## src/design/pmfti_pkg.sv

```systemverilog
// pmfti_pkg: shared widths, register map, indicator codes and config struct
// used by every module of the pitch mode filter and tuning indicator
package pmfti_pkg;

    // history ring geometry
    localparam int HISTORY_DEPTH = 10;
    localparam int PTR_W = (HISTORY_DEPTH > 1) ? $clog2(HISTORY_DEPTH) : 1;
    localparam int CNT_W = $clog2(HISTORY_DEPTH + 1);

    // field widths
    localparam int BIN_W    = 9;
    localparam int MAG_W    = 32;
    localparam int TARGET_W = 22;
    localparam int MINF_W   = 22;
    localparam int WIN_W    = 17;
    localparam int STEP_W   = 16;
    localparam int IND_W    = 5;
    localparam int FREQ_W   = BIN_W + STEP_W;
    localparam int DIFF_W   = FREQ_W + 1;

    // apb port
    localparam int DATA_W = 32;
    localparam int ADDR_W = 5;
    localparam int IDX_W  = 3;

    // register indexes
    localparam logic [IDX_W-1:0] REG_TARGET = 3'd0;
    localparam logic [IDX_W-1:0] REG_NOISE  = 3'd1;
    localparam logic [IDX_W-1:0] REG_MINF   = 3'd2;
    localparam logic [IDX_W-1:0] REG_FINE   = 3'd3;
    localparam logic [IDX_W-1:0] REG_COARSE = 3'd4;
    localparam logic [IDX_W-1:0] REG_STEP   = 3'd5;

    // register reset values
    localparam logic [TARGET_W-1:0] RST_TARGET = 22'd267909;
    localparam logic [MAG_W-1:0]    RST_NOISE  = 32'd500;
    localparam logic [MINF_W-1:0]   RST_MINF   = 22'd76800;
    localparam logic [WIN_W-1:0]    RST_FINE   = 17'd3072;
    localparam logic [WIN_W-1:0]    RST_COARSE = 17'd10240;
    localparam logic [STEP_W-1:0]   RST_STEP   = 16'd5000;

    // indicator codes
    localparam logic [IND_W-1:0] IND_OFF        = 5'h00;
    localparam logic [IND_W-1:0] IND_VERY_FLAT  = 5'h03;
    localparam logic [IND_W-1:0] IND_FLAT       = 5'h02;
    localparam logic [IND_W-1:0] IND_IN_TUNE    = 5'h04;
    localparam logic [IND_W-1:0] IND_SHARP      = 5'h08;
    localparam logic [IND_W-1:0] IND_VERY_SHARP = 5'h18;

    typedef struct packed {
        logic [TARGET_W-1:0] target_freq_q10;
        logic [MAG_W-1:0]    mag_floor;
        logic [MINF_W-1:0]   min_freq_q10;
        logic [WIN_W-1:0]    fine_window_q10;
        logic [WIN_W-1:0]    coarse_window_q10;
        logic [STEP_W-1:0]   bin_step_q10;
    } cfg_t;

endpackage

```

## src/design/pmfti_regs.sv

```systemverilog
// pmfti_regs: apb configuration register file
// depends on pmfti_pkg for the register map and cfg_t
module pmfti_regs (
    input  logic                          clk,
    input  logic                          rst_n,
    input  logic                          psel,
    input  logic                          penable,
    input  logic                          pwrite,
    input  logic [pmfti_pkg::ADDR_W-1:0]  paddr,
    input  logic [pmfti_pkg::DATA_W-1:0]  pwdata,
    output logic [pmfti_pkg::DATA_W-1:0]  prdata,
    output logic                          pready,
    output pmfti_pkg::cfg_t               cfg
);
    import pmfti_pkg::*;

    cfg_t              cfg_reg;
    logic [IDX_W-1:0]  reg_idx;
    logic              wr_en;

    assign pready  = 1'b1;
    assign reg_idx = paddr[ADDR_W-1:2];
    assign wr_en   = psel & penable & pwrite;
    assign cfg     = cfg_reg;

    always_ff @(posedge clk or negedge rst_n)
    begin
        if (!rst_n)
        begin
            cfg_reg.target_freq_q10   <= RST_TARGET;
            cfg_reg.mag_floor         <= RST_NOISE;
            cfg_reg.min_freq_q10      <= RST_MINF;
            cfg_reg.fine_window_q10   <= RST_FINE;
            cfg_reg.coarse_window_q10 <= RST_COARSE;
            cfg_reg.bin_step_q10      <= RST_STEP;
        end
        else if (wr_en)
        begin
            unique case (reg_idx)
                REG_TARGET: cfg_reg.target_freq_q10   <= pwdata[TARGET_W-1:0];
                REG_NOISE:  cfg_reg.mag_floor         <= pwdata[MAG_W-1:0];
                REG_MINF:   cfg_reg.min_freq_q10      <= pwdata[MINF_W-1:0];
                REG_FINE:   cfg_reg.fine_window_q10   <= pwdata[WIN_W-1:0];
                REG_COARSE: cfg_reg.coarse_window_q10 <= pwdata[WIN_W-1:0];
                REG_STEP:   cfg_reg.bin_step_q10      <= pwdata[STEP_W-1:0];
                default:    ;
            endcase
        end
    end

    always_comb
    begin
        unique case (reg_idx)
            REG_TARGET: prdata = DATA_W'(cfg_reg.target_freq_q10);
            REG_NOISE:  prdata = DATA_W'(cfg_reg.mag_floor);
            REG_MINF:   prdata = DATA_W'(cfg_reg.min_freq_q10);
            REG_FINE:   prdata = DATA_W'(cfg_reg.fine_window_q10);
            REG_COARSE: prdata = DATA_W'(cfg_reg.coarse_window_q10);
            REG_STEP:   prdata = DATA_W'(cfg_reg.bin_step_q10);
            default:    prdata = '0;
        endcase
    end

endmodule

```

## src/design/pmfti_mode.sv

```systemverilog
// pmfti_mode: bin history ring and mode search, one candidate per cycle
// depends on pmfti_pkg for ring depth and widths
module pmfti_mode (
    input  logic                        clk,
    input  logic                        rst_n,
    input  logic                        start,
    input  logic [pmfti_pkg::BIN_W-1:0] bin,
    output logic                        done,
    output logic [pmfti_pkg::BIN_W-1:0] stable_bin
);
    import pmfti_pkg::*;

    logic [BIN_W-1:0] hist_reg [HISTORY_DEPTH];
    logic [PTR_W-1:0] wptr_reg;
    logic [PTR_W-1:0] idx_reg;
    logic             busy_reg;
    logic             done_reg;
    logic [BIN_W-1:0] best_reg;
    logic [CNT_W-1:0] best_cnt_reg;

    logic [BIN_W-1:0] cand;
    logic [CNT_W-1:0] cnt;
    logic             last_idx;

    // shared counting unit: candidate against every ring entry
    always_comb
    begin
        cand = hist_reg[idx_reg];
        cnt  = '0;
        for (int j = 0; j < HISTORY_DEPTH; j++)
        begin
            cnt = cnt + CNT_W'(hist_reg[j] == cand);
        end
    end

    assign last_idx = (idx_reg == PTR_W'(HISTORY_DEPTH - 1));

    always_ff @(posedge clk or negedge rst_n)
    begin
        if (!rst_n)
        begin
            for (int k = 0; k < HISTORY_DEPTH; k++)
            begin
                hist_reg[k] <= '0;
            end
            wptr_reg     <= '0;
            idx_reg      <= '0;
            busy_reg     <= 1'b0;
            done_reg     <= 1'b0;
            best_reg     <= '0;
            best_cnt_reg <= '0;
        end
        else
        begin
            done_reg <= 1'b0;
            if (start)
            begin
                hist_reg[wptr_reg] <= bin;
                wptr_reg     <= (wptr_reg == PTR_W'(HISTORY_DEPTH - 1)) ? '0
                                                                        : wptr_reg + 1'b1;
                idx_reg      <= '0;
                busy_reg     <= 1'b1;
                best_reg     <= '0;
                best_cnt_reg <= '0;
            end
            else if (busy_reg)
            begin
                // first strictly higher count wins
                if (cnt > best_cnt_reg)
                begin
                    best_cnt_reg <= cnt;
                    best_reg     <= cand;
                end
                if (last_idx)
                begin
                    busy_reg <= 1'b0;
                    done_reg <= 1'b1;
                    idx_reg  <= '0;
                end
                else
                begin
                    idx_reg <= idx_reg + 1'b1;
                end
            end
        end
    end

    assign done       = done_reg;
    assign stable_bin = best_reg;

endmodule

```

## src/design/pmfti_judge.sv

```systemverilog
// pmfti_judge: frequency multiply, difference and window classification
// depends on pmfti_pkg for cfg_t, widths and indicator codes
module pmfti_judge (
    input  logic                        clk,
    input  logic                        rst_n,
    input  logic                        start,
    input  logic [pmfti_pkg::BIN_W-1:0] bin,
    input  logic [pmfti_pkg::MAG_W-1:0] mag,
    input  pmfti_pkg::cfg_t             cfg,
    output logic                        done,
    output logic [pmfti_pkg::IND_W-1:0] ind
);
    import pmfti_pkg::*;

    logic                     s1_reg, s2_reg, s3_reg;
    logic [FREQ_W-1:0]        freq_reg;
    logic                     mag_ok_reg;
    logic                     on_reg;
    logic signed [DIFF_W-1:0] diff_reg;
    logic [IND_W-1:0]         ind_reg;

    logic signed [DIFF_W-1:0] fine_s, coarse_s;
    logic [IND_W-1:0]         ind_next;

    always_comb
    begin
        fine_s   = $signed(DIFF_W'(cfg.fine_window_q10));
        coarse_s = $signed(DIFF_W'(cfg.coarse_window_q10));
        if (!on_reg)
            ind_next = IND_OFF;
        else if (diff_reg >= -fine_s && diff_reg <= fine_s)
            ind_next = IND_IN_TUNE;
        else if (diff_reg >= -coarse_s && diff_reg < -fine_s)
            ind_next = IND_FLAT;
        else if (diff_reg < -coarse_s)
            ind_next = IND_VERY_FLAT;
        else if (diff_reg > fine_s && diff_reg <= coarse_s)
            ind_next = IND_SHARP;
        else
            ind_next = IND_VERY_SHARP;
    end

    always_ff @(posedge clk or negedge rst_n)
    begin
        if (!rst_n)
        begin
            s1_reg <= 1'b0;
            s2_reg <= 1'b0;
            s3_reg <= 1'b0;
        end
        else
        begin
            s1_reg <= start;
            s2_reg <= s1_reg;
            s3_reg <= s2_reg;
        end
    end

    always_ff @(posedge clk)
    begin
        // stage 1: multiply and magnitude gate
        if (start)
        begin
            freq_reg   <= FREQ_W'(bin) * FREQ_W'(cfg.bin_step_q10);
            mag_ok_reg <= (mag >= cfg.mag_floor);
        end
        // stage 2: signed difference and minimum frequency gate
        if (s1_reg)
        begin
            diff_reg <= $signed({1'b0, freq_reg}) - $signed(DIFF_W'(cfg.target_freq_q10));
            on_reg   <= mag_ok_reg && (freq_reg >= FREQ_W'(cfg.min_freq_q10));
        end
        // stage 3: window classification
        if (s2_reg)
        begin
            ind_reg <= ind_next;
        end
    end

    assign done = s3_reg;
    assign ind  = ind_reg;

endmodule

```

## src/design/pitch_mode_filter_tuning_indicator.sv

```systemverilog
// pitch_mode_filter_tuning_indicator: top level with sequencer and output register
// depends on pmfti_pkg, pmfti_regs, pmfti_mode and pmfti_judge

// One word in per analysis frame: a peak bin and its magnitude. The bin goes into a
// ten-entry history ring, the mode of the ring is reported as stable_bin, and five
// indicator bits compare stable_bin * bin_step_q10 against the target frequency.
// Each input word runs from acceptance to out_valid as follows: the ring is written at
// the accepting edge, then a single compare-and-count unit scores the ten ring entries,
// one per cycle, then multiply, subtract and window classification are registered in
// turn, and the output register is loaded. in_stall is high from acceptance until the
// result is loaded, so the block takes no new word while one is in flight. A result
// waiting on out_stall does not block the next word until its own result is ready.
// Configuration registers sit on an apb port at byte address 4*index and should only
// be written while no word is in flight.
module pitch_mode_filter_tuning_indicator (
    input  logic                          clk,
    input  logic                          rst_n,
    // input channel
    input  logic                          in_valid,
    output logic                          in_stall,
    input  logic [pmfti_pkg::BIN_W-1:0]   peak_bin,
    input  logic [pmfti_pkg::MAG_W-1:0]   peak_magnitude,
    // output channel
    output logic                          out_valid,
    input  logic                          out_stall,
    output logic [pmfti_pkg::BIN_W-1:0]   stable_bin,
    output logic [pmfti_pkg::IND_W-1:0]   indicator_bits,
    // configuration
    input  logic                          psel,
    input  logic                          penable,
    input  logic                          pwrite,
    input  logic [pmfti_pkg::ADDR_W-1:0]  paddr,
    input  logic [pmfti_pkg::DATA_W-1:0]  pwdata,
    output logic [pmfti_pkg::DATA_W-1:0]  prdata,
    output logic                          pready
);
    import pmfti_pkg::*;

    // sequencer states
    typedef enum logic [2:0] {
        S_IDLE = 3'b001,
        S_BUSY = 3'b010,
        S_HOLD = 3'b100
    } state_t;

    state_t           state_reg, state_next;
    cfg_t             cfg;

    logic [MAG_W-1:0] mag_reg;
    logic             out_valid_reg, out_valid_next;
    logic [BIN_W-1:0] out_bin_reg;
    logic [IND_W-1:0] out_ind_reg;

    logic             accept;
    logic             out_free;
    logic             load_out;
    logic             mode_done;
    logic [BIN_W-1:0] mode_bin;
    logic             judge_done;
    logic [IND_W-1:0] judge_ind;

    pmfti_regs u_regs (
        .clk     (clk),
        .rst_n   (rst_n),
        .psel    (psel),
        .penable (penable),
        .pwrite  (pwrite),
        .paddr   (paddr),
        .pwdata  (pwdata),
        .prdata  (prdata),
        .pready  (pready),
        .cfg     (cfg)
    );

    // ring write on acceptance, then the mode scan
    pmfti_mode u_mode (
        .clk        (clk),
        .rst_n      (rst_n),
        .start      (accept),
        .bin        (peak_bin),
        .done       (mode_done),
        .stable_bin (mode_bin)
    );

    // classification starts the cycle the scan finishes
    pmfti_judge u_judge (
        .clk   (clk),
        .rst_n (rst_n),
        .start (mode_done),
        .bin   (mode_bin),
        .mag   (mag_reg),
        .cfg   (cfg),
        .done  (judge_done),
        .ind   (judge_ind)
    );

    assign in_stall = (state_reg != S_IDLE);
    assign accept   = in_valid && (state_reg == S_IDLE);
    // output register is free when empty or being taken this cycle
    assign out_free = !out_valid_reg || !out_stall;

    always_comb
    begin
        state_next = state_reg;
        load_out   = 1'b0;
        unique case (state_reg)
            S_IDLE:
            begin
                if (accept)
                    state_next = S_BUSY;
            end
            S_BUSY:
            begin
                if (judge_done)
                begin
                    if (out_free)
                    begin
                        load_out   = 1'b1;
                        state_next = S_IDLE;
                    end
                    else
                    begin
                        state_next = S_HOLD;
                    end
                end
            end
            S_HOLD:
            begin
                // finished word waits for the previous one to drain
                if (out_free)
                begin
                    load_out   = 1'b1;
                    state_next = S_IDLE;
                end
            end
            default:
            begin
                state_next = S_IDLE;
            end
        endcase
    end

    always_comb
    begin
        if (load_out)
            out_valid_next = 1'b1;
        else if (!out_stall)
            out_valid_next = 1'b0;
        else
            out_valid_next = out_valid_reg;
    end

    always_ff @(posedge clk or negedge rst_n)
    begin
        if (!rst_n)
        begin
            state_reg     <= S_IDLE;
            out_valid_reg <= 1'b0;
        end
        else
        begin
            state_reg     <= state_next;
            out_valid_reg <= out_valid_next;
        end
    end

    // payload registers
    always_ff @(posedge clk)
    begin
        if (accept)
            mag_reg <= peak_magnitude;
        if (load_out)
        begin
            out_bin_reg <= mode_bin;
            out_ind_reg <= judge_ind;
        end
    end

    assign out_valid      = out_valid_reg;
    assign stable_bin     = out_bin_reg;
    assign indicator_bits = out_ind_reg;

endmodule
```

## config.mk

```make
export PLATFORM = sky130hd
export DESIGN_NAME = pitch_mode_filter_tuning_indicator
export DESIGN_NICKNAME = d
export VERILOG_FILES = /design/src/design/pmfti_pkg.sv /design/src/design/pmfti_regs.sv /design/src/design/pmfti_mode.sv /design/src/design/pmfti_judge.sv /design/src/design/pitch_mode_filter_tuning_indicator.sv
export SDC_FILE = /design/constraint.sdc
export NUM_CORES = 1
export LEC_CHECK = 0
export ABC_AREA = 1
export BUFFER_PORTS_ARGS = -buffer_cell sky130_fd_sc_hd__buf_4
export CAP_MARGIN = 15
export CORE_ASPECT_RATIO = 1.5
export CORE_MARGIN = 1.5
export CORE_UTILIZATION = 30
export DETAILED_ROUTE_END_ITERATION = 16
export MAX_ROUTING_LAYER = met4
export PLACE_DENSITY_LB_ADDON = 0.3
export RECOVER_POWER = 100
export SETUP_SLACK_MARGIN = 0.05
export SKIP_CTS_REPAIR_TIMING = 1
export SLEW_MARGIN = 0
export SYNTH_ARGS = -nofsm -noshare
export SYNTH_HDL_FRONTEND = slang
export SYNTH_SLANG_ARGS = --single-unit
```

## constraint.sdc

```tcl
create_clock -name clk -period 6.15 [get_ports clk]
set_clock_uncertainty 0.1 [all_clocks]
set_input_delay 0 -clock clk [delete_from_list [all_inputs] [get_ports clk]]
set_output_delay 0 -clock clk [all_outputs]
set_load 0.01 [all_outputs]
```

==> report_table.html <==
<table>
<tr><th>Metric</th><th>Value</th></tr>
<tr><th colspan="2">Clocking</th></tr>
<tr><td>Worst-case clock buffer depth</td><td>3</td></tr>
<tr><td>Depth of the CTS H-tree</td><td>2</td></tr>
<tr><td>Clock latency of the later-clocked register in the worst-skew pair</td><td>0.58 ns</td></tr>
<tr><td>CTS clk-pin slew, worst paths</td><td>0.06 ns</td></tr>
<tr><td>Master cell of the clock root buffer</td><td>clkbuf_16</td></tr>
<tr><td>Number of buffers inserted during clock tree synthesis</td><td>around 40</td></tr>
<tr><td>Clock Sink Count</td><td>350</td></tr>
<tr><td>TritonCTS clock tree</td><td>built</td></tr>
<tr><th colspan="2">Power</th></tr>
<tr><td>VDD IR-drop max</td><td>0.0002590 V</td></tr>
<tr><td>Power density over the cells</td><td>473.2 mW/mm2</td></tr>
<tr><td>Lkg Pwr</td><td>about 15 nW</td></tr>
<tr><th colspan="2">Critical path</th></tr>
<tr><td>Startpoint of the lowest-slack register-to-register path</td><td>u_mode.idx_reg[0]</td></tr>
<tr><td>Category of the worst setup path capture point</td><td>flop</td></tr>
<tr><td>RR Endpoint</td><td>u_mode.stable_bin[5]</td></tr>
<tr><td>Register-to-Register Setup Slack</td><td>0.31 ns</td></tr>
<tr><td>Crit Path Category</td><td>reg2reg</td></tr>
<tr><td>Critical Path AT</td><td>6.20 ns</td></tr>
<tr><td>Required time reported for the critical path endpoint</td><td>6.51 ns</td></tr>
<tr><td>Largest stage delay, worst path</td><td>0.53 ns</td></tr>
<tr><td>Depth of the worst register-to-register path</td><td>31</td></tr>
<tr><td>Startpoint kind of the worst setup timing path</td><td>flop</td></tr>
<tr><td>Crit-path max FO</td><td>10</td></tr>
<tr><td>CP max-delay cell</td><td>fa_1</td></tr>
<tr><th colspan="2">Die</th></tr>
<tr><td>Overall die area</td><td>0.08833 mm2</td></tr>
<tr><td>Initial core utilization</td><td>30.40%</td></tr>
<tr><td>Die Width</td><td>approximately 240 um</td></tr>
<tr><td># IOs</td><td>134</td></tr>
<tr><td>Vertical die dimension</td><td>363.3 um</td></tr>
<tr><td>Area of the placeable core</td><td>0.08540 mm2</td></tr>
<tr><td>Std cell rows</td><td>~130</td></tr>
<tr><th colspan="2">Detailed routing</th></tr>
<tr><td>Remaining design rule violation count</td><td>0</td></tr>
<tr><td>Antenna-violating nets left</td><td>0</td></tr>
<tr><td>Via count</td><td>22,000</td></tr>
<tr><td>DRT iter0 DRCs</td><td>1,061</td></tr>
<tr><td>Total wirelength of the detailed-routed design</td><td>about 82,000 um</td></tr>
<tr><td>Detail-routed via count per cell</td><td>around 4.8</td></tr>
<tr><td>Total iterations of the first detailed-routing run</td><td>5</td></tr>
<tr><td>Routed wirelength normalized by instance count</td><td>between 15 and 20 um</td></tr>
<tr><th colspan="2">Global routing</th></tr>
<tr><td>Final global-route overflow total</td><td>0</td></tr>
<tr><td>All-Layer GR Usage</td><td>18.96%</td></tr>
<tr><td>Number of global-route vias before repair</td><td>21,700</td></tr>
<tr><td>Antenna violations before repair</td><td>1</td></tr>
<tr><td>Global-route wire length before repair</td><td>124,900 um</td></tr>
<tr><td>Pin count of the biggest net entering global routing</td><td>145</td></tr>
<tr><th colspan="2">Layout</th></tr>
<tr><td>Multi-input logic area</td><td>0.01411 mm2</td></tr>
<tr><td>Diode count</td><td>0</td></tr>
<tr><td>Total of fill cells in the finished design</td><td>between 9,000 and 10,000</td></tr>
<tr><td>Fraction of final layout cells with drive strength greater than 1</td><td>8.600%</td></tr>
<tr><td>Footprint of the flip-flops and latches</td><td>0.009315 mm2</td></tr>
<tr><td>Final Core Density</td><td>a little over a third</td></tr>
<tr><td># nets final</td><td>3,842</td></tr>
<tr><td>Max reg flops</td><td>126</td></tr>
<tr><td>Area growth, synth to finish</td><td>17.30%</td></tr>
<tr><th colspan="2">Placed design</th></tr>
<tr><td>HPWL Detailed</td><td>between 60,000 and 70,000 um</td></tr>
<tr><td>Weighted congestion reported at the end of routability-driven placement</td><td>just over 0.9</td></tr>
<tr><td>Post-Place Setup Slack</td><td>0.1756 ns</td></tr>
<tr><td>IO buf count</td><td>130</td></tr>
<tr><th colspan="2">STA</th></tr>
<tr><td>Slew @ Worst Pin</td><td>3.855 ns</td></tr>
<tr><td>Part of the cycle the worst path needs</td><td>95.01%</td></tr>
<tr><td>Number of hold violations in the final report</td><td>2</td></tr>
<tr><td>Post-route worst setup slack</td><td>~0.3 ns</td></tr>
<tr><td>Setup violators final</td><td>0</td></tr>
<tr><td>Highest achievable clock rate</td><td>171.1 MHz</td></tr>
<tr><td>RSZ-0062 raised after global routing</td><td>no</td></tr>
<tr><td>Final worst path period need</td><td>5.843 ns</td></tr>
<tr><td>Headroom to the max-slew limit</td><td>-157.0%</td></tr>
<tr><td>Max-slew violation count</td><td>343</td></tr>
<tr><td>Minimum hold slack</td><td>-0.004989 ns</td></tr>
<tr><td>Setup TNS</td><td>0 ns</td></tr>
<tr><th colspan="2">Logic synthesis</th></tr>
<tr><td>Fraction of the yosys area taken by sequential cells</td><td>35.88%</td></tr>
<tr><td>Number of synthesized register bits</td><td>350</td></tr>
<tr><td>Net count after synthesis</td><td>around 3,600</td></tr>
<tr><td>Ys Warns</td><td>0</td></tr>
<tr><td>Number of enable flip-flop cells after synthesis</td><td>104</td></tr>
<tr><td>Dominant cell type by area after synthesis</td><td>dfrtp_1</td></tr>
<tr><td>Number of standard cells after synthesis</td><td>3,206</td></tr>
<tr><td>Share of flip-flops with an asynchronous set or reset after synthesis</td><td>a little over two thirds</td></tr>
<tr><td>Netlist area before placement</td><td>0.02596 mm2</td></tr>
<tr><td>Distinct cell type count after synthesis</td><td>57</td></tr>
<tr><td>Post-Syn Area per Cell</td><td>8.096 um2</td></tr>
<tr><td>Share of the synthesized area in the top cell type</td><td>a little over a fifth</td></tr>
<tr><td>Top cells by area, synth</td><td>dfrtp_1, edfxtp_1, nand2_1</td></tr>
<tr><td>Ys flop type</td><td>dfrtp_1</td></tr>
<tr><th colspan="2">Status</th></tr>
<tr><td>Violated checks</td><td>hold timing, capacitance limit, slew limit</td></tr>
<tr><td>Result of the run</td><td>finished, violations left</td></tr>
<tr><th colspan="2">Flow run</th></tr>
<tr><td>Maxcap violations</td><td>7</td></tr>
<tr><th colspan="2">Hold path</th></tr>
<tr><td>Min-Delay Path Class</td><td>in2async</td></tr>
</table>
worst max-delay path by stage:
| stage | from | endpoint | slack, ns | cells after the start |
|---|---|---|---|---|
| after floorplan | u_mode.idx_reg[0] | u_mode.stable_bin[2] | 0.36 | 29 |
| after global placement | u_mode.idx_reg[0] | u_mode.stable_bin[3] | 0.23 | 30 |
| after detailed placement | u_mode.idx_reg[0] | u_mode.stable_bin[3] | 0.18 | 30 |
| after CTS | u_mode.idx_reg[0] | u_mode.stable_bin[3] | 0.16 | 30 |
| after global routing | u_mode.idx_reg[0] | u_mode.stable_bin[3] | 0.02 | 30 |
| final | u_mode.idx_reg[0] | u_mode.stable_bin[5] | 0.31 | 31 |
area by class of cell:
class                      count  area share (%)
multi-input combinational   2231           46.33
sequential                   350           30.60
timing repair buffer         297           7.438
inverter                     512           6.312
tap                         1130           4.644
clock buffer                  59           4.241
clock inverter                16          0.4356
kinds of logic (layout without fill, tap and decap cells):
kind of cell	Yosys count	in the layout	share of synthesized area, %
xor+xnor	93	93	3.138
compound gates	559	559	12.23
fa+ha+maj	324	324	18.68
buf+inv	625	884	9.694
simple gates	1254	1254	20.36
flops	350	350	35.88
other cells	1	1	0.01445
critical path: cells and delay by family (launching register included):
| family | cells | cell delay [ns] |
|---|---|---|
| buffers and inverters | 9 | 0.89 |
| AND/OR/NAND/NOR | 11 | 1.05 |
| flip-flops | 1 | 0.41 |
| adder cells (fa/ha/maj) | 7 | 2.85 |
| AO/OA/AOI/OAI | 4 | 0.40 |
cells in the mapped netlist (all sizes together) (2+ instances only):
master  number
a211oi       3
a21boi       3
a21o         9
a21oi      142
a221oi       5
a22oi       13
a31oi        3
and3         2
buf         34
clkbuf      79
dfrtp      219
dfstp       27
edfxtp     104
fa         106
ha         218
inv        511
nand2      826
nand3      153
nand3b      12
nand4       29
nor2       170
nor3        43
nor4        12
o211ai      35
o21a         5
o21ai      301
o21bai       5
o221ai      10
o22ai       22
or2          5
xnor2       20
xor2        73
per-layer routing:
layer	track usage, %	wire (um)
met4	8.269	3997
met2	36.45	45170
met1	19.44	30620
met3	1.646	2322
met5	-	0
layout by cell type, fill, tap and decap left out, types with 6 or more instances in the layout:
master,instances
xor2_1,72
nand2_2,13
dlygate4sd3_1,80
dfrtp_1,217
clkbuf_4,28
inv_2,6
o21ai_0,280
a22oi_1,13
dfstp_2,22
inv_1,504
clkbuf_1,73
nand4_1,29
o21ai_1,17
nand3_1,142
o221ai_1,10
fa_1,105
o22ai_1,22
nor4_1,12
nand3_2,8
xnor2_1,19
ha_1,217
edfxtp_1,104
nor2_1,168
buf_4,109
o211ai_1,30
clkbuf_8,7
nor3_1,39
nand2_1,810
nand3b_1,12
clkinv_2,8
a21oi_1,141
clkbuf_16,49
a21o_1,9
power breakdown:
group / total, mW / switching, mW / internal [mW]
registers: 3.88 / 0.700 / 3.18
clock network: 2.58 / 1.06 / 1.51
logic: 7.95 / 4.86 / 3.09
per-stage QoR:
stage | hold slack, ns | instances | cell area (um2) | total power [mW]
floorplan | -0.3956 | 3206 | 25960 | 9.341
global placement | 0.02995 | 4426 | 28360 | 11.65
detailed placement | 0.03335 | 4426 | 28360 | 11.74
CTS | -0.6096 | 4501 | 29780 | 14.38
global route | 0.04273 | 4595 | 30450 | 15.77
finish | -0.004989 | 4595 | 30450 | 14.41
Power figures use the tool's default switching activity.
